## src/iru_pkg.sv

```systemverilog
// ----------------------------------------------------------------------------
// iru_pkg
// shared constants, element type codes and stage types of the remainder unit
// ----------------------------------------------------------------------------
`default_nettype none

package iru_pkg;

	// widest element handled by the cell chain, one cell per dividend bit
	localparam int MAX_WIDTH = 64;
	localparam int DATA_W    = 64;
	localparam int WIDTH_W   = $clog2(MAX_WIDTH) + 1;
	localparam int SBIT_W    = $clog2(MAX_WIDTH);

	// transfers in flight: front register, cells, output register, skid
	localparam int OUTSTANDING_MAX = MAX_WIDTH + 3;
	localparam int CNT_W           = $clog2(OUTSTANDING_MAX + 1) + 1;

	localparam logic [2:0] ET_INT8   = 3'd0;
	localparam logic [2:0] ET_UINT8  = 3'd1;
	localparam logic [2:0] ET_INT16  = 3'd2;
	localparam logic [2:0] ET_UINT16 = 3'd3;
	localparam logic [2:0] ET_INT32  = 3'd4;
	localparam logic [2:0] ET_UINT32 = 3'd5;
	localparam logic [2:0] ET_INT64  = 3'd6;
	localparam logic [2:0] ET_UINT64 = 3'd7;

	localparam logic [2:0] ET_RESET = ET_INT64;

	typedef struct packed {
		logic [MAX_WIDTH-1:0] rem;   // partial remainder
		logic [MAX_WIDTH-1:0] dvd;   // dividend magnitude, msb first
		logic [MAX_WIDTH-1:0] dsr;   // divisor magnitude
		logic                 neg;   // negate the remainder at the end
		logic                 sgn;   // signed element type
		logic                 zero;  // zero divisor, result forced to zero
		logic                 last;
	} stage_t;

	typedef struct packed {
		logic [DATA_W-1:0] remainder;
		logic              last;
	} out_t;

	// element width in bits, capped at the chain length
	function automatic logic [WIDTH_W-1:0] elem_width(input logic [2:0] et);
		int w;
		case (et)
			ET_INT8, ET_UINT8:   w = 8;
			ET_INT16, ET_UINT16: w = 16;
			ET_INT32, ET_UINT32: w = 32;
			default:             w = 64;
		endcase
		if (w > MAX_WIDTH) begin
			w = MAX_WIDTH;
		end
		return WIDTH_W'(w);
	endfunction

	function automatic logic elem_signed(input logic [2:0] et);
		logic s;
		case (et)
			ET_INT8, ET_INT16, ET_INT32, ET_INT64: s = 1'b1;
			default:                               s = 1'b0;
		endcase
		return s;
	endfunction

endpackage

`default_nettype wire

```

## src/iru_post.sv

```systemverilog
// ----------------------------------------------------------------------------
// iru_post
// sign fix and width extension of the remainder, output register and skid
// ----------------------------------------------------------------------------
`default_nettype none

module iru_post (
	input  wire logic            clk,
	input  wire logic            arst_n,
	input  wire logic            pipe_valid,
	input  wire iru_pkg::stage_t pipe,
	input  wire logic            out_ready,
	output      logic            pipe_en,
	output      logic            out_valid,
	output      iru_pkg::out_t   out
);

	logic [iru_pkg::MAX_WIDTH-1:0] res_mw;
	iru_pkg::out_t                 res;
	iru_pkg::out_t                 out_q;
	iru_pkg::out_t                 skid_q;
	logic                          out_valid_q;
	logic                          skid_valid_q;
	logic                          out_load;

	always_comb begin
		if (pipe.zero) begin
			res_mw = '0;
		end else if (pipe.neg) begin
			res_mw = iru_pkg::MAX_WIDTH'(0) - pipe.rem;
		end else begin
			res_mw = pipe.rem;
		end
		res.remainder = iru_pkg::DATA_W'(res_mw);
		if (pipe.sgn && res_mw[iru_pkg::MAX_WIDTH-1]) begin
			res.remainder = res.remainder
			              | ~iru_pkg::DATA_W'({iru_pkg::MAX_WIDTH{1'b1}});
		end
		res.last = pipe.last;
	end

	assign out_load  = !out_valid_q || out_ready;
	assign pipe_en   = !skid_valid_q;
	assign out_valid = out_valid_q;
	assign out       = out_q;

	always_ff @(posedge clk or negedge arst_n) begin
		if (!arst_n) begin
			out_valid_q  <= 1'b0;
			skid_valid_q <= 1'b0;
		end else if (out_load) begin
			if (skid_valid_q) begin
				out_valid_q  <= 1'b1;
				skid_valid_q <= 1'b0;
			end else begin
				out_valid_q <= pipe_valid;
			end
		end else if (pipe_valid && !skid_valid_q) begin
			skid_valid_q <= 1'b1;
		end
	end

	always_ff @(posedge clk) begin
		if (out_load) begin
			out_q <= skid_valid_q ? skid_q : res;
		end else if (pipe_valid && !skid_valid_q) begin
			skid_q <= res;
		end
	end

endmodule

`default_nettype wire

```

## config.mk

```make
export PLATFORM = sky130hd
export DESIGN_NAME = iru_post
export DESIGN_NICKNAME = d
export VERILOG_FILES = /design/src/iru_pkg.sv /design/src/iru_post.sv
export SDC_FILE = /design/constraint.sdc
export NUM_CORES = 1
export LEC_CHECK = 0
export ABC_AREA = 1
export BUFFER_PORTS_ARGS = -buffer_cell sky130_fd_sc_hd__buf_2
export CORE_UTILIZATION = 51
export DETAILED_ROUTE_END_ITERATION = 10
export MAX_ROUTING_LAYER = met4
export PLACE_DENSITY = 0.82
export SYNTH_ARGS = -nofsm -noshare
export SYNTH_HDL_FRONTEND = slang
export SYNTH_SLANG_ARGS = --single-unit
```

## constraint.sdc

```tcl
create_clock -name clk -period 6.42 [get_ports clk]
set_input_delay 0.321 -clock clk [delete_from_list [all_inputs] [get_ports clk]]
set_output_delay 0.321 -clock clk [all_outputs]
set_load 0.1 [all_outputs]
```

==> results of run 1 <==
[worst max-delay path, delay by kind of cell, from the launching register on]
kind | cells | cell delay [ns]
simple gates | 2 | 0.29
buf+inv | 4 | 1.70
flops | 1 | 0.38
[cell usage after synthesis (11+ instances only)]
cell and count:
nand3_1 45, inv_1 65, nand4_1 36, clkbuf_1 17, nand3b_1 11, o21ai_0 36
nand2_1 330, o21ai_1 21, edfxtp_1 130, nor2_1 130, a21oi_1 21, and3_1 23
[how the worst max path moves through the flow]
stage / depth (start not counted) / slack (ns) / end / start
floorplan: 2 / 0.35 / skid_q[0] / out_valid
global placement: 6 / 3.67 / skid_q[56] / skid_valid_q
detailed placement: 6 / 3.60 / skid_q[58] / skid_valid_q
CTS: 6 / 3.61 / skid_q[6] / skid_valid_q
global route: 6 / 3.41 / skid_q[44] / skid_valid_q
finish: 6 / 3.62 / skid_q[58] / skid_valid_q
[area by class of cell]
| class | count | area [sq um] | area share, % |
|---|---|---|---|
| diodes | 2 | 5.00 | 0.0559 |
| clock buffers | 17 | 425 | 4.75 |
| clock inverters | 15 | 180 | 2.01 |
| inverters | 68 | 255 | 2.85 |
| multi-input cells | 693 | 3160 | 35.3 |
| flip-flops and latches | 132 | 3960 | 44.2 |
| well taps | 180 | 225 | 2.52 |
| repair buffers | 144 | 741 | 8.28 |
[logic make-up (layout without fill, tap and decap cells)]
family,count (synthesis),count (layout),share of synthesized area [%]
DFF,132,132,52.7
AOI/OAI and AO/OA,86,86,6.28
buffers and inverters,98,244,5.37
and+or+nand+nor,606,606,35.5
other,0,2,0
adders and majority gates,1,1,0.167
[registers in the layout (all words and copies together), names as in the netlist]
register / flops
out: 65
skid_q: 65
skid_valid_q: 1
out_valid: 1
[what timing repair did]
item                                    in CTS  in global routing
endpoints found under the setup margin       0                  0
hold buffers                                 1                  0
endpoints found under the hold margin        2                  0
[routing by layer]
| layer | routed length [um] | part of all wire, % | vias to the layer above | global-route usage [%] |
|---|---|---|---|---|
| li1 | - | - | 3355 | - |
| met1 | 9480 | 44 | 3173 | 41.5 |
| met2 | 10100 | 47 | 278 | 47.8 |
| met3 | 1540 | 7.2 | 27 | 5.03 |
| met4 | 444 | 2.1 | 0 | 11.7 |
| met5 | 0 | 0 | - | - |
[power breakdown]
group | internal [mW] | total (mW) | leakage [nW] | switching, mW
combinational | 0.105 | 0.650 | 2.34 | 0.545
sequential | 1.03 | 1.05 | 1.31 | 0.0165
clock | 0.614 | 0.998 | 0.287 | 0.384
total | 1.75 | 2.70 | 3.94 | 0.946
[per-stage QoR]
| step | power, mW | utilization, % | worst slack [ns] | instance area (sq um) |
|---|---|---|---|---|
| floorplan | 1.58 | - | 0.351 | 7510 |
| finish | 2.70 | 63.5 | 3.62 | 8950 |
| global route | 2.79 | 63.5 | 3.41 | 8950 |
| global placement | 1.70 | 59.1 | 3.67 | 8330 |
| CTS | 2.71 | 63.4 | 3.61 | 8940 |
| detailed placement | 1.71 | 59.1 | 3.60 | 8330 |
==> key figures, run 1 <==
Run status
  – Status: completed

Yosys
  – Post-Syn Nets: 1124
  – Synth top area share: a little over half
  – Register bit count reported by yosys: roughly 130
  – Synth Instances: slightly above 900
  – Mapped Avg Cell Area: between 8 and 9 sq um
  – Area leader, netlist: edfxtp_1
  – Area contributors post-synth: edfxtp_1, nand2_1, nor2_1
  – Asr flop ratio synth: around 1.5%
  – Synth unique cells: 36
  – Number of synthesized flops with an enable pin: 130
  – Synth Warn #: 0
  – Synth Flop Type: edfxtp_1
  – Post-Syn Area: between 7000 and 8000 sq um
  – Sequential element share of the synthesized area: between 50% and 60%

Timing
  – Clock skew: around 0.0060 ns
  – Max-slew violations: 0
  – Minimum clock period: roughly 2.8 ns
  – Slew headroom: approximately two fifths
  – Max Freq: between 0.3 and 0.4 GHz
  – Final Hold Slack: ~0.095 ns
  – Final hold vios: 0
  – Worst Tran Pin Value: around 0.9 ns
  – RSZ-0062 raised after global routing: false
  – Fin crit share: between 40% and 50%
  – Setup-failing EPs final: 0
  – Setup TNS Final: 0 ns

Final layout
  – Fillers: 1234
  – Most frequent cells in the layout: nand2_1, buf_2, edfxtp_1
  – Share of cells above drive strength 1: 19.6%
  – Commonest non-fill, non-tap cell in the layout: nand2_1
  – Final net count: around 1300
  – Layout Area Growth over Synthesis: 19.2%
  – Layout Cells excl Fill: around 1300

Global route
  – Vias in the first global route: about 6400
  – Initial antenna violation count: 2
  – Total gr overflow: 0
  – Total global-route track usage: between 30% and 40%
  – Largest net degree at the start of global routing: 87
  – First-pass GRT wire length: 33800 um

Clock tree
  – # resized after CTS: 0
  – Root buf cell: clkbuf_16
  – Postcts setup bufs: 0
  – Number of CTS-inserted buffers: 17
  – Clock Latency Late Sink: 0.42 ns
  – CTS tree: yes
  – Clk slew on worst S/H paths: around 0.06 ns
  – Longest Clk Path Bufs: 2
  – Clk sink count: 132
  – Number of H-tree levels: 4

Power
  – Worst vdd ir: ~0.17 mV
  – Lkg Pwr: 3.94 nW
  – Pwr dens: 301 nW/um^2

Worst setup path
  – Crit-path most repeated cell: buf_4
  – CP Max Fanout: 86
  – Slowest cell on the critical path: buf_4
  – CP Class: register to register
  – Flop-to-flop setup slack: 3.62 ns
  – Crit. End Element: register
  – CP cell instances: buf_4 > inv_1 > buf_4 > nand2_1 > nor2_4 > buf_4
  – Worst r2r path cells: 6
  – R2r startpoint: skid_valid_q
  – Worst setup SP type: register
  – Worst path max stage delay: about 0.70 ns
  – R2R Path End: skid_q[58]
  – Worst Path Arrival: about 2.9 ns
  – Worst Path Required: 6.47 ns

Placed design
  – Port bufs: 137
  – DP Wirelength: 15400 um
  – Placer Congestion: ~0.96
  – Placed cells: approximately 1200

Detailed routing
  – DRC viols: 0
  – Via count: around 6800
  – Vias per cell: roughly 5.5
  – DR WL/cell: 17.2 um
  – Final WL: 21500 um
  – Final ANT Viol Nets: 0
  – Pre-antenna DRT Iters: 5
  – DR iter-0 viols: around 600

Floorplan
  – Die Ht: between 100 and 150 um
  – Core footprint: approximately 14000 sq um
  – Initial Util: 53.3%
  – Io pins: roughly 270
  – Die width: ~120 um
  – Rows: 43
  – Die area: between 15000 and 20000 sq um

Min path
  – Hold path start: pipe[0]
  – Worst Hold Depth: 1
  – Worst hold path type: primary input to register
  – Worst Hold End: skid_q[0]

Flow run
  – MaxCap Viol Count: 0
Note: power is estimated with default switching activity, not from simulation.
==> inputs of run 2 (changes only) <==
- clock period: 6.42 -> 2.71 ns (I/O delays scaled with it)
==> run 2 against run 1 <==
Effect of this change:
- core utilization grew 0.69 points
- via count rose by 1.5%
- final cell count grew 0.24%
- final area grew 1.1%
- sequential share of layout area fell by 0.46 points
- critical path depth is 3 lower
- count of clock-buffer cells in the layout is 3 higher
- setup slack lost 2.7 ns
- first-iteration DRC count grew 7.8%
- critical path type is now register to output pin
- largest cell class unchanged
- wire length up 0.84%
- total power rose by 140%
==> key figures, run 2 (synthesis gave the netlist of run 1 again) <==
Run status
  – Status: completed

Worst setup path
  – Flop-to-flop setup slack: between 1 and 1.5 ns
  – CP Class: register to output pin
  – Crit path launch: skid_valid_q
  – Worst setup SP type: register
  – Worst Path Required: between 2 and 3 ns
  – CP Max Fanout: 47
  – R2R Path End: skid_q[53]
  – CP endpoint: pipe_en
  – Worst r2r path cells: 3
  – Worst Path Arrival: 1.68 ns
  – R2r startpoint: out_valid
  – Crit. End Element: output pin

Timing
  – Final Hold Slack: between 0.04 and 0.05 ns
  – Setup-failing EPs final: 0
  – Minimum clock period: ~1.8 ns
  – Slew headroom: a little over a third
  – Max-slew violations: 0
  – RSZ-0062 raised after global routing: false
  – Worst Tran Pin Value: 0.979 ns
  – Clock skew: 0.00729 ns
  – Final hold vios: 0
  – Setup TNS Final: 0 ns
  – Max Freq: around 0.55 GHz
  – Fin crit share: 66.9%

Clock tree
  – CTS tree: yes
  – Clk sink count: around 130
  – Root buf cell: clkbuf_16
  – CTS Hold Bufs: 3
  – Clock Latency Late Sink: about 0.42 ns
  – Number of H-tree levels: 4
  – Number of CTS-inserted buffers: 17
  – # resized after CTS: 0
  – Postcts setup bufs: 0
  – Longest Clk Path Bufs: 2
  – Clk slew on worst S/H paths: around 0.06 ns

Final layout
  – Final net count: between 1000 and 1500
  – Share of cells above drive strength 1: 19.6%
  – Layout Area Growth over Synthesis: 20.5%
  – Commonest non-fill, non-tap cell in the layout: nand2_1
  – Fillers: 1251
  – Most frequent cells in the layout: nand2_1, buf_2, edfxtp_1

Detailed routing
  – DR iter-0 viols: roughly 640
  – Vias per cell: around 5.5
  – DR WL/cell: ~17 um
  – DRC viols: 0
  – Final ANT Viol Nets: 0
  – Final WL: about 22000 um
  – Via count: between 6000 and 7000
  – Pre-antenna DRT Iters: 6

Floorplan
  – Core footprint: about 14000 sq um
  – Die Ht: 123 um
  – Initial Util: approximately 53%
  – Die area: 15200 sq um
  – Rows: 43
  – Die width: 123 um
  – Io pins: between 200 and 300

Global route
  – Vias in the first global route: 6328
  – Total global-route track usage: between 30% and 40%
  – First-pass GRT wire length: approximately 33000 um
  – Largest net degree at the start of global routing: 69
  – Total gr overflow: 0
  – Initial antenna violation count: 3

Flow run
  – MaxCap Viol Count: 0

Placed design
  – Placer Congestion: 0.937
  – Port bufs: 137
  – DP Wirelength: between 15000 and 20000 um

Power
  – Lkg Pwr: 3.98 nW
  – Worst vdd ir: ~0.37 mV
  – Pwr dens: 719 nW/um^2

Min path
  – Worst hold path type: primary input to async pin
==> run 2: cell count changes in the layout (fill, tap and decap cells not counted), moves of 2 or more <==
cell and delta:
buf_12 +3, buf_4 -2, clkbuf_1 +2, clkinv_1 -2, clkinv_2 +2, clkinv_4 +2
clkinvlp_4 -3, dlygate4sd3_1 +2, inv_6 -2
==> run 2: critical path, stage by stage, from the launching register on <==
cell     delay [ns]
dfrtp_2        0.42
inv_1          0.08
buf_4          0.50
buf_12         0.25
==> run 2: metal layers <==
metal  vias up  wire length, um  GRT usage, %
met5         -                0             -
met4         0              726          14.0
met3        43             1490          4.75
met2       277             9810          45.8
met1      3245             9710          41.6
li1       3371                -             -
==> run 2: worst min-delay path by stage <==
| stage | slack (ns) | depth (start not counted) | end |
|---|---|---|---|
| 2_1_floorplan | -0.16 | 0 | out_valid |
| 3_3_place_gp | -0.08 | 1 | out_valid |
| 3_5_place_dp | -0.07 | 1 | out_valid |
| 4_1_cts | 0.02 | 2 | skid_valid_q |
| 5_1_grt | 0.05 | 2 | skid_valid_q |
| 6_report | 0.05 | 2 | skid_valid_q |
==> run 2: report_power, final <==
group | switching [mW] | internal (mW)
combinational | 1.30 | 0.259
sequential | 0.0417 | 2.45
clock | 0.897 | 1.57
==> run 2: cell type report <==
cell class | count | area [sq um] | area share (%)
flip-flops and latches | 132 | 3960 | 43.7
multi-input cells | 693 | 3170 | 35.1
repair buffers | 146 | 801 | 8.85
clock buffers | 20 | 447 | 4.94
inverters | 68 | 255 | 2.82
well taps | 180 | 225 | 2.49
clock inverters | 12 | 179 | 1.98
diodes | 3 | 7.51 | 0.0830
==> run 2: metrics by stage <==
step / instances / instance area, sq um / utilization [%] / power (mW) / setup slack, ns
6_report: 1254 / 9040 / 64.2 / 6.51 / 0.897
5_1_grt: 1254 / 9040 / 64.2 / 6.71 / 0.838
4_1_cts: 1251 / 9040 / 64.1 / 6.52 / 0.893
3_5_place_dp: 1216 / 8380 / 59.5 / 4.07 / 0.731
3_3_place_gp: 1216 / 8380 / 59.5 / 4.04 / 0.758
2_1_floorplan: 923 / 7530 / - / 3.74 / 0.176
