[src/iru_pkg.sv]
// ----------------------------------------------------------------------------
// iru_pkg
// shared constants, element type codes and stage types of the remainder unit
// ----------------------------------------------------------------------------
`default_nettype none

package iru_pkg;

	// widest element handled by the cell chain, one cell per dividend bit
	localparam int MAX_WIDTH = 64;
	localparam int DATA_W    = 64;
	localparam int WIDTH_W   = $clog2(MAX_WIDTH) + 1;
	localparam int SBIT_W    = $clog2(MAX_WIDTH);

	// transfers in flight: front register, cells, output register, skid
	localparam int OUTSTANDING_MAX = MAX_WIDTH + 3;
	localparam int CNT_W           = $clog2(OUTSTANDING_MAX + 1) + 1;

	localparam logic [2:0] ET_INT8   = 3'd0;
	localparam logic [2:0] ET_UINT8  = 3'd1;
	localparam logic [2:0] ET_INT16  = 3'd2;
	localparam logic [2:0] ET_UINT16 = 3'd3;
	localparam logic [2:0] ET_INT32  = 3'd4;
	localparam logic [2:0] ET_UINT32 = 3'd5;
	localparam logic [2:0] ET_INT64  = 3'd6;
	localparam logic [2:0] ET_UINT64 = 3'd7;

	localparam logic [2:0] ET_RESET = ET_INT64;

	typedef struct packed {
		logic [MAX_WIDTH-1:0] rem;   // partial remainder
		logic [MAX_WIDTH-1:0] dvd;   // dividend magnitude, msb first
		logic [MAX_WIDTH-1:0] dsr;   // divisor magnitude
		logic                 neg;   // negate the remainder at the end
		logic                 sgn;   // signed element type
		logic                 zero;  // zero divisor, result forced to zero
		logic                 last;
	} stage_t;

	typedef struct packed {
		logic [DATA_W-1:0] remainder;
		logic              last;
	} out_t;

	// element width in bits, capped at the chain length
	function automatic logic [WIDTH_W-1:0] elem_width(input logic [2:0] et);
		int w;
		case (et)
			ET_INT8, ET_UINT8:   w = 8;
			ET_INT16, ET_UINT16: w = 16;
			ET_INT32, ET_UINT32: w = 32;
			default:             w = 64;
		endcase
		if (w > MAX_WIDTH) begin
			w = MAX_WIDTH;
		end
		return WIDTH_W'(w);
	endfunction

	function automatic logic elem_signed(input logic [2:0] et);
		logic s;
		case (et)
			ET_INT8, ET_INT16, ET_INT32, ET_INT64: s = 1'b1;
			default:                               s = 1'b0;
		endcase
		return s;
	endfunction

endpackage

`default_nettype wire

[src/iru_prep.sv]
// ----------------------------------------------------------------------------
// iru_prep
// cuts operands to element width and takes magnitudes for the cell chain
// ----------------------------------------------------------------------------
`default_nettype none

module iru_prep (
	input  wire logic                clk,
	input  wire logic                arst_n,
	input  wire logic                en,
	input  wire logic                in_valid,
	input  wire logic [63:0]         dividend,
	input  wire logic [63:0]         divisor,
	input  wire logic                last_in,
	input  wire logic [2:0]          etype,
	output      logic                valid_s1,
	output      iru_pkg::stage_t     stage_s1
);

	logic [iru_pkg::WIDTH_W-1:0]   w;
	logic [iru_pkg::SBIT_W-1:0]    sidx;
	logic [iru_pkg::MAX_WIDTH-1:0] mask;
	logic [iru_pkg::MAX_WIDTH-1:0] a;
	logic [iru_pkg::MAX_WIDTH-1:0] b;
	logic [iru_pkg::MAX_WIDTH-1:0] x;
	logic [iru_pkg::MAX_WIDTH-1:0] y;
	logic                          sgn;
	logic                          xneg;
	logic                          yneg;
	iru_pkg::stage_t               nxt;

	always_comb begin
		w    = iru_pkg::elem_width(etype);
		sgn  = iru_pkg::elem_signed(etype);
		sidx = iru_pkg::SBIT_W'(w - iru_pkg::WIDTH_W'(1));
		if (w >= iru_pkg::WIDTH_W'(iru_pkg::MAX_WIDTH)) begin
			mask = '1;
		end else begin
			mask = (iru_pkg::MAX_WIDTH'(1) << w) - iru_pkg::MAX_WIDTH'(1);
		end
		a    = dividend[iru_pkg::MAX_WIDTH-1:0] & mask;
		b    = divisor[iru_pkg::MAX_WIDTH-1:0] & mask;
		xneg = sgn & a[sidx];
		yneg = sgn & b[sidx];
		// sign-extend to chain width, then magnitude
		x    = xneg ? (a | ~mask) : a;
		y    = yneg ? (b | ~mask) : b;
		nxt.rem  = '0;
		nxt.dvd  = xneg ? (iru_pkg::MAX_WIDTH'(0) - x) : x;
		nxt.dsr  = yneg ? (iru_pkg::MAX_WIDTH'(0) - y) : y;
		nxt.neg  = xneg;
		nxt.sgn  = sgn;
		nxt.zero = (b == '0);
		nxt.last = last_in;
	end

	always_ff @(posedge clk or negedge arst_n) begin
		if (!arst_n) begin
			valid_s1 <= 1'b0;
		end else if (en) begin
			valid_s1 <= in_valid;
		end
	end

	always_ff @(posedge clk) begin
		if (en) begin
			stage_s1 <= nxt;
		end
	end

endmodule

`default_nettype wire

[config.mk]
export PLATFORM = sky130hd
export DESIGN_NAME = iru_prep
export DESIGN_NICKNAME = d
export VERILOG_FILES = /design/src/iru_pkg.sv /design/src/iru_prep.sv
export SDC_FILE = /design/constraint.sdc
export NUM_CORES = 1
export LEC_CHECK = 0
export BUFFER_PORTS_ARGS = -buffer_cell sky130_fd_sc_hd__buf_2
export CAP_MARGIN = 20
export CELL_PAD_IN_SITES_DETAIL_PLACEMENT = 1
export CELL_PAD_IN_SITES_GLOBAL_PLACEMENT = 1
export CORE_ASPECT_RATIO = 0.8
export CORE_MARGIN = 4
export CORE_UTILIZATION = 41
export DETAILED_ROUTE_END_ITERATION = 10
export HOLD_SLACK_MARGIN = 0.12
export MAX_ROUTING_LAYER = met4
export PLACE_DENSITY = 0.87
export REMOVE_ABC_BUFFERS = 1
export SYNTH_ARGS = -nofsm -noshare
export SYNTH_HDL_FRONTEND = slang
export SYNTH_SLANG_ARGS = --single-unit
[constraint.sdc]
create_clock -name clk -period 1.5 [get_ports clk]
set_input_delay 0.075 -clock clk [delete_from_list [all_inputs] [get_ports clk]]
set_output_delay 0.075 -clock clk [all_outputs]
set_load 0.01 [all_outputs]
==> results.tsv, run 1 <==
stage	metric	value	unit
cts	h-tree-depth	4	
synthesis	synth_top_family_by_area	simple AND/OR/NAND/NOR gates	
placement	place_inst	2088	
timing	worstEndpointGrtRepair	stage_s1[106]$_DFFE_PP_/D	
synthesis	ys_types	87	
outcome	stop_stage	global routing	
synthesis	synth_compound_area_frac	0.2260	
synthesis	syn_area_per_cell	8.642	sq um
synthesis	synthMuxAreaShare	0.01069	
synthesis	synth_warnings	0	
synthesis	ys_async_sr_fraction	0.007519	
synthesis	synth-simple-area-share	0.2308	
synthesis	synthCells	1205	
synthesis	yosys.area_share.adder	0.009612	
cts	cts_buffer_depth	2	
placement	io_buffers	268	
synthesis	ys_dominant_reg_cell	edfxtp_1	
synthesis	synth-xor-area-share	0.05551	
cts	numClockSinks	133	
die	initial_utilization	0.4217	
die	ios	333	
synthesis	synth_edf_count	132	
cts	clockRootBuffer	clkbuf_16	
die	die_y	150.5	um
synthesis	yosysSeqAreaShare	0.3830	
placement	detailed_place_hpwl	38500	um
global_route	track_usage	0.8568	
die	die_x	186.2	um
cts	cts_made_buffers	17	
placement	gp_congestion	0.9929	
timing	worst_endpoint_kind	sequential cell input	
global_route	grt_overflow_total	349	
synthesis	syn-cell-area	0.01041	sq mm
die	rows	51	
global_route	grt_max_degree	63	
synthesis	ys_seq_elements	133	
outcome	stop_error	[ERROR GRT-0232] Routing congestion too high. Check the congestion heatmap in the GUI.	
placement	post-place-ws	-3.460	ns
outcome	status	stopped before the end	
Yosys cell counts (all sizes together), types with 5 or more instances:
master	count	area, sq um
nor2	137	514.2
edfxtp	132	3964
nand2	99	374.1
a21oi	92	460.4
buf	85	593.1
o21ai	84	420.4
or3	48	305.3
clkbuf	47	176.4
nor3	40	200.2
xnor2	34	297.8
xor2	32	280.3
nand3	29	145.1
inv	28	105.1
nor4	24	150.1
o31ai	23	177.7
a31oi	16	100.1
o211ai	16	120.1
a21o	13	97.59
o22ai	13	81.33
or4	13	103.9
and2	12	75.08
nand2b	11	68.82
nand4	11	68.82
o41ai	11	111.4
a211oi	10	80.07
mux2i	10	100.1
nor4b	9	108.9
and3	8	50.05
ha	8	100.1
a211o	6	52.55
or2	6	37.54
a2111o	5	56.30
a21boi	5	37.54
a22o	5	43.79
a22oi	5	37.54
nand3b	5	37.54
nor2b	5	31.28
kinds of logic after synthesis:
family | after synthesis
xor gates and xnor gates | 66
adders and majority gates | 8
buffers and inverters | 160
other | 1
and+or+nand+nor | 470
DFF | 133
muxes | 11
AOI/OAI and AO/OA | 356
stage by stage:
stage | cell area, sq um | util
2_1_floorplan | 9881 | -
3_3_place_gp | 14470 | 0.5858
3_5_place_dp | 14470 | 0.5858
4_1_cts | 17270 | 0.6993
timing repair:
item | 4_1_cts
gates resized for setup | 275
gates cloned | 4
setup buffers | 66
endpoints found under the hold margin | 57
hold buffers | 52
endpoints found under the setup margin | 130
pin swaps | 75
routing by layer:
metal,track usage,GRT overflow
met5,-,-
met4,0.8962,157
met3,0.7181,7
met2,0.9744,177
met1,0.8287,8
==> run 2, diff against run 1 <==
CELL_PAD_IN_SITES_DETAIL_PLACEMENT = default   (was 1)
CELL_PAD_IN_SITES_GLOBAL_PLACEMENT = default   (was 1)
CORE_ASPECT_RATIO = default   (was 0.8)
CORE_UTILIZATION = 36   (was 41)
HOLD_SLACK_MARGIN = default   (was 0.12)
MAX_ROUTING_LAYER = default   (was met4)
PLACE_DENSITY = default   (was 0.87)
PLACE_DENSITY_LB_ADDON = 0.15   (was default)
==> results.tsv, run 2 <==
stage	metric	value	unit
worst_hold_path	holdPathEnd	stage_s1[5]	
synthesis	ys_seq_elements	133	
routing	wl	45800	um
layout	fillers	2378	
setup_path	critPathMaxStageDelay	0.29	ns
cts	numClockSinks	133	
die	rows	62	
layout	finalNetCount	2023	
setup_path	crit_fanout	5	
power	powerDensity	869.2	mW/mm^2
cts	clk_pin_slew	0.07	ns
setup_path	crit_top_cell	buf_6	
setup_path	start_kind	primary input	
routing	drtIter0Drc	1295	
routing	vias_per_cell	5.459	
timing	setup_slack	-2.428	ns
timing	fmax	254.6	MHz
layout	largest_reg_flops	132	
placement	post-place-ws	-3.067	ns
placement	place_inst	2156	
setup_path	reg2reg_from	valid_s1	
outcome	status	finished with violations	
setup_path	worstRegToRegCells	1	
worst_hold_path	worstHoldStart	divisor[1]	
synthesis	synthCells	1205	
synthesis	yosysSeqAreaShare	0.3830	
setup_path	cp.required	1.69	ns
worst_hold_path	hp-class	primary input to flop	
run	max-cap-violations	0	
placement	gp_congestion	0.9212	
die	core	0.02863	sq mm
timing	skew	0	ns
setup_path	crit_type	primary input to flop	
die	dieArea	0.03171	sq mm
routing	wl_per_cell	20.10	um
synthesis	synth.most_common_cell	nor2_1	
synthesis	synth_warnings	0	
synthesis	synth_area_leaders	edfxtp_1 38%, nor2_1 4.9%, buf_4 4.8%	
layout	final_cell_mix	374 x buf_4, 265 x buf_2, 132 x edfxtp_1, 121 x nor2_1, 88 x nand2_1	
layout	final_common_cell	buf_4	
global_route	grt_antenna_before_repair	5	
cts	clockRootBuffer	clkbuf_16	
cts	cts_tree	done	
timing	slew_viol_final	0	
routing	drc	0	
cts	cts_made_buffers	17	
synthesis	synth_edf_count	132	
layout	final_layout_size_suffix_gt1_frac	0.5159	
synthesis	ys_types	87	
global_route	grt_overflow_total	0	
power	cellLeakagePower	7.565	nW
cts	cts_buffer_depth	2	
timing	finalCritPeriodShare	2.619	
timing	maxSlewHeadroom	0.4098	
routing	antenna_left	0	
setup_path	arrival	4.12	ns
setup_path	r2r_end	valid_s1	
timing	rsz0062_at_grt	true	
timing	fin_crit	3.928	ns
cts	insertion_delay	0.44	ns
routing	via_count	12440	
timing	worstMarginPinSlew	0.8742	ns
die	die_x	178.1	um
synthesis	ys_async_sr_fraction	0.007519	
global_route	grt_pass1_wl	65950	um
synthesis	netlist_top_cells_count	137 x nor2_1, 132 x edfxtp_1, 98 x nand2_1, 92 x a21oi_1, 81 x o21ai_0	
cts	h-tree-depth	4	
synthesis	syn_area_per_cell	8.642	sq um
worst_hold_path	holdPathStages	3	
synthesis	synth.top_cell.area_share	0.3806	
global_route	grt_pass1_vias	11900	
setup_path	cp-end-kind	flop	
layout	reg_top3	stage_s1 (132), valid_s1 (1)	
synthesis	ys_dominant_reg_cell	edfxtp_1	
die	initial_utilization	0.3638	
setup_path	crit_slowest_cell	and4bb_2	
layout	instances_no_fill	2279	
die	ios	333	
synthesis	synth_top_area_cell	edfxtp_1	
layout	area_delta_synth_final	72.61	%
die	die_y	178.1	um
layout	top_register	stage_s1	
placement	detailed_place_hpwl	31110	um
timing	hold_viol	0	
power	peakVddDrop	0.0005710	V
timing	setup_viol	130	
placement	io_buffers	268	
global_route	grt_max_degree	65	
setup_path	reg2reg_slack	0.75	ns
routing	firstDrtPassIters	5	
global_route	track_usage	0.2670	
synthesis	syn-cell-area	0.01041	sq mm
outcome	violations	setup timing	
==> run 2: report_power, final <==
part	leakage, nW	switching, mW	internal, mW
Clock	0.307	1.80	3.00
Sequential	1.29	0.126	4.68
Combinational	5.97	3.27	2.75
==> run 2: repair_timing <==
item / CTS / global route
gates cloned: 5 / 2
hold buffers: 9 / 0
endpoints found under the hold margin: 15 / 0
setup endpoints to repair: 130 / 130
pin swaps: 94 / 76
resized for setup: 349 / 86
setup buffers: 58 / 22
==> run 2: stage by stage <==
step / instance area (sq um) / utilization / setup TNS [ns] / hold WS, ns / total power [mW]
after global placement: 14540 / 0.5079 / -289.92 / -0.1500 / 9.458
after detailed placement: 14540 / 0.5079 / -299.18 / -0.1465 / 9.482
final: 17970 / 0.6279 / -231.18 / 0.03398 / 15.62
after CTS: 17260 / 0.6031 / -201.06 / 0.01853 / 15.27
after floorplan: 9881 / - / -563.10 / -0.2206 / 6.979
after global routing: 17970 / 0.6279 / -244.64 / 0.02875 / 16.25
==> run 2: worst max-delay path by stage <==
stage	start	slack (ns)	endpoint	cells after the start
after detailed placement	etype[1]	-3.07	stage_s1[56]	22
after floorplan	etype[2]	-5.62	stage_s1[108]	22
after global placement	etype[1]	-3.02	stage_s1[56]	22
after global routing	etype[2]	-2.52	stage_s1[94]	29
after CTS	etype[2]	-2.26	stage_s1[52]	23
final	etype[2]	-2.43	stage_s1[130]	28
==> run 2: cell families (layout without fill, tap and decap cells) <==
| group | count (synthesis) | count (layout) | share of synthesized area |
|---|---|---|---|
| mux | 11 | 11 | 0.01069 |
| simple gates | 470 | 470 | 0.2308 |
| xor+xnor | 66 | 66 | 0.05551 |
| fa+ha+maj | 8 | 8 | 0.009612 |
| other cells | 1 | 67 | 0.0003601 |
| buf+inv | 160 | 784 | 0.08398 |
| flops | 133 | 133 | 0.3830 |
| compound gates | 356 | 356 | 0.2260 |
==> run 2: critical path, delay by kind of cell <==
family	cells	cell delay, ns
simple gates	10	1.37
fa+ha+maj	2	0.42
mux	1	0.07
buf+inv	10	1.15
compound gates	5	1.02
==> run 2: cell type report <==
cell class | count | area, sq um | area share
Antenna cell | 3 | 7.507 | 0.0004177
Tap cell | 384 | 480.5 | 0.02673
Multi-Input combinational cell | 975 | 7326 | 0.4076
Clock inverter | 12 | 203.9 | 0.01135
Clock buffer | 20 | 446.7 | 0.02485
Sequential cell | 133 | 3989 | 0.2219
Timing Repair Buffer | 724 | 5384 | 0.2995
Inverter | 28 | 137.6 | 0.007657
==> run 2: layer usage <==
layer,global-route usage,vias to the layer above,share of wire
met2,0.4506,642,0.49
met3,0.04281,108,0.080
met1,0.3467,5901,0.40
met5,0,-,0
li1,-,5789,-
met4,0.09539,0,0.032
(Power assumes the default switching activity.)
==> run 3, diff against run 2 <==
CTS_BUF_LIST = sky130_fd_sc_hd__clkbuf_2 sky130_fd_sc_hd__clkbuf_4 sky130_fd_sc_hd__clkbuf_8   (was default)
clock period = 4.35 ns   (was 1.5 ns; I/O delays follow)
==> results.tsv, run 3 (synthesized netlist as in run 2, its figures left out) <==
stage	metric	value	unit
outcome	status	complete, no violations	
timing	finalCritPeriodShare	0.9531	
layout	reg_top3	stage_s1 (132), valid_s1 (1)	
routing	drc	0	
run	max-cap-violations	0	
timing	setup_tns	0	ns
cts	cts_buffer_depth	2	
placement	postPlaceCellArea	0.01260	sq mm
global_route	met3_usage	0.04027	
global_route	grt_pass1_vias	9987	
die	rows	62	
layout	final_common_cell	buf_2	
layout	finalCoreUtilization	0.4604	
routing	via_count	10740	
setup_path	worstSetupStartpoint	etype[1]	
placement	detailed_place_hpwl	28740	um
layout	top_register	stage_s1	
layout	fillers	2841	
timing	hold_viol	0	
global_route	grt_max_degree	73	
routing	wl_per_cell	19.61	um
timing	worstMarginPinSlew	0.9070	ns
layout	largest_reg_flops	132	
layout	final_cell_mix	267 x buf_2, 137 x nor2_1, 132 x edfxtp_1, 110 x buf_4, 97 x nand2_1	
cts	h-tree-depth	4	
timing	skew	0	ns
die	ios	333	
routing	antenna_left	0	
global_route	grt_antenna_before_repair	3	
setup_path	reg2reg_from	valid_s1	
timing	setup_viol	0	
timing	fin_crit	4.146	ns
timing	fmax	241.2	MHz
die	initial_utilization	0.3638	
die	core	0.02863	sq mm
routing	vias_per_cell	5.546	
cts	numClockSinks	133	
layout	final_cell_area	0.01318	sq mm
global_route	top_usage_layer	met2	
timing	holdWs	0.05484	ns
power	peakVddDrop	0.0001353	V
power	powerDensity	329.3	mW/mm^2
power	cellLeakagePower	5.286	nW
layout	final_layout_size_suffix_gt1_frac	0.2979	
cts	clockRootBuffer	clkbuf_8	
setup_path	arrival	4.36	ns
die	die_y	178.1	um
setup_path	start_kind	primary input	
placement	io_buffers	268	
layout	area_delta_synth_final	26.56	%
global_route	grt_use_met1	0.3149	
timing	slew_viol_final	0	
cts	cts_made_buffers	17	
layout	finalNetCount	1682	
worst_hold_path	hp-class	primary input to async pin	
routing	firstDrtPassIters	5	
cts	clk_pin_slew	0.09	ns
routing	drtIter0Drc	1078	
setup_path	crit_type	primary input to flop	
setup_path	cp.required	4.56	ns
die	die_x	178.1	um
global_route	track_usage	0.2281	
global_route	grt_overflow_total	0	
cts	insertion_delay	0.46	ns
setup_path	crit_fanout	4	
setup_path	cp-end-kind	flop	
timing	maxSlewHeadroom	0.3953	
die	dieArea	0.03171	sq mm
timing	rsz0062_at_grt	false	
routing	wl	37970	um
global_route	grt_pass1_wl	56400	um
global_route	grt_use_met2	0.3703	
placement	gp_congestion	0.9200	
cts	cts_tree	done	
run 3: cell types whose count changed in the layout (fill, tap and decap cells not counted), sizes merged:
| cell | previous run | this run |
|---|---|---|
| buf | 711 | 380 |
| clkbuf | 22 | 21 |
| dlygate4sd3 | 9 | 3 |
| clkinv | 3 | 2 |
| diode | 3 | 1 |
| bufbuf | 2 | 0 |
run 3: critical path, stage by stage:
cell      delay (ns)
buf_2           0.11
inv_1           0.06
nand2_2         0.09
ha_2            0.19
nor2b_2         0.16
inv_1           0.07
ha_1            0.22
nor4bb_1        0.17
o31ai_1         0.28
a31o_2          0.21
a211o_2         0.13
nor2_1          0.06
a21oi_2         0.14
ha_2            0.19
a21boi_4        0.17
nand4_1         0.13
or4_1           0.56
a2111o_1        0.34
nor4b_4         0.31
nand2_2         0.09
nor4b_4         0.14
a211o_1         0.30
run 3: what timing repair did:
item                                    4_1_cts  5_1_grt
resized for setup                             0       16
buffers inserted                              0        1
endpoints found under the setup margin        0       30
hold endpoints to repair                      3        0
hold buffers                                  3        0
run 3: metal layers:
metal	vias to the layer above	routed length (um)
met5	-	13
met4	2	800
met3	60	3076
met2	518	17680
met1	5077	16390
li1	5080	-
run 3: area by class of cell:
class	count	area (sq um)	area share
timing repair buffer	383	2252	0.1709
sequential	133	3989	0.3026
inverter	28	105.1	0.007974
antenna	1	2.502	0.0001899
tap	384	480.5	0.03645
clock buffer	21	276.5	0.02098
multi-input combinational	975	5876	0.4458
clock inverter	11	198.9	0.01509
run 3: final timing paths:
| kind | to | slack [ns] | cells after the start |
|---|---|---|---|
| setup / recovery | stage_s1[56] | 0.20 | 22 |
| hold / removal | valid_s1 | 0.05 | 2 |
| setup reg to reg | valid_s1 | 3.60 | 1 |
| hold reg to reg | valid_s1 | 0.53 | 1 |
| max in group asynchronous | valid_s1 | 4.21 | 2 |
| min in group clk | stage_s1[80] | 0.10 | 2 |
run 3: power breakdown:
part	leakage, nW	internal (mW)	switching [mW]	total (mW)
Sequential	1.29	1.61	0.0464	1.66
Clock	0.230	0.730	0.559	1.29
Combinational	3.77	0.535	0.858	1.39
Total	5.29	2.88	1.46	4.34
run 3: through the flow:
step / cells / worst slack (ns) / power (mW)
global placement: 1899 / -0.3103 / 3.050
finish: 1936 / 0.2039 / 4.340
global route: 1936 / 0.01052 / 4.557
floorplan: 1136 / -2.910 / 2.406
CTS: 1934 / 0.02527 / 4.358
detailed placement: 1899 / -0.4608 / 3.051
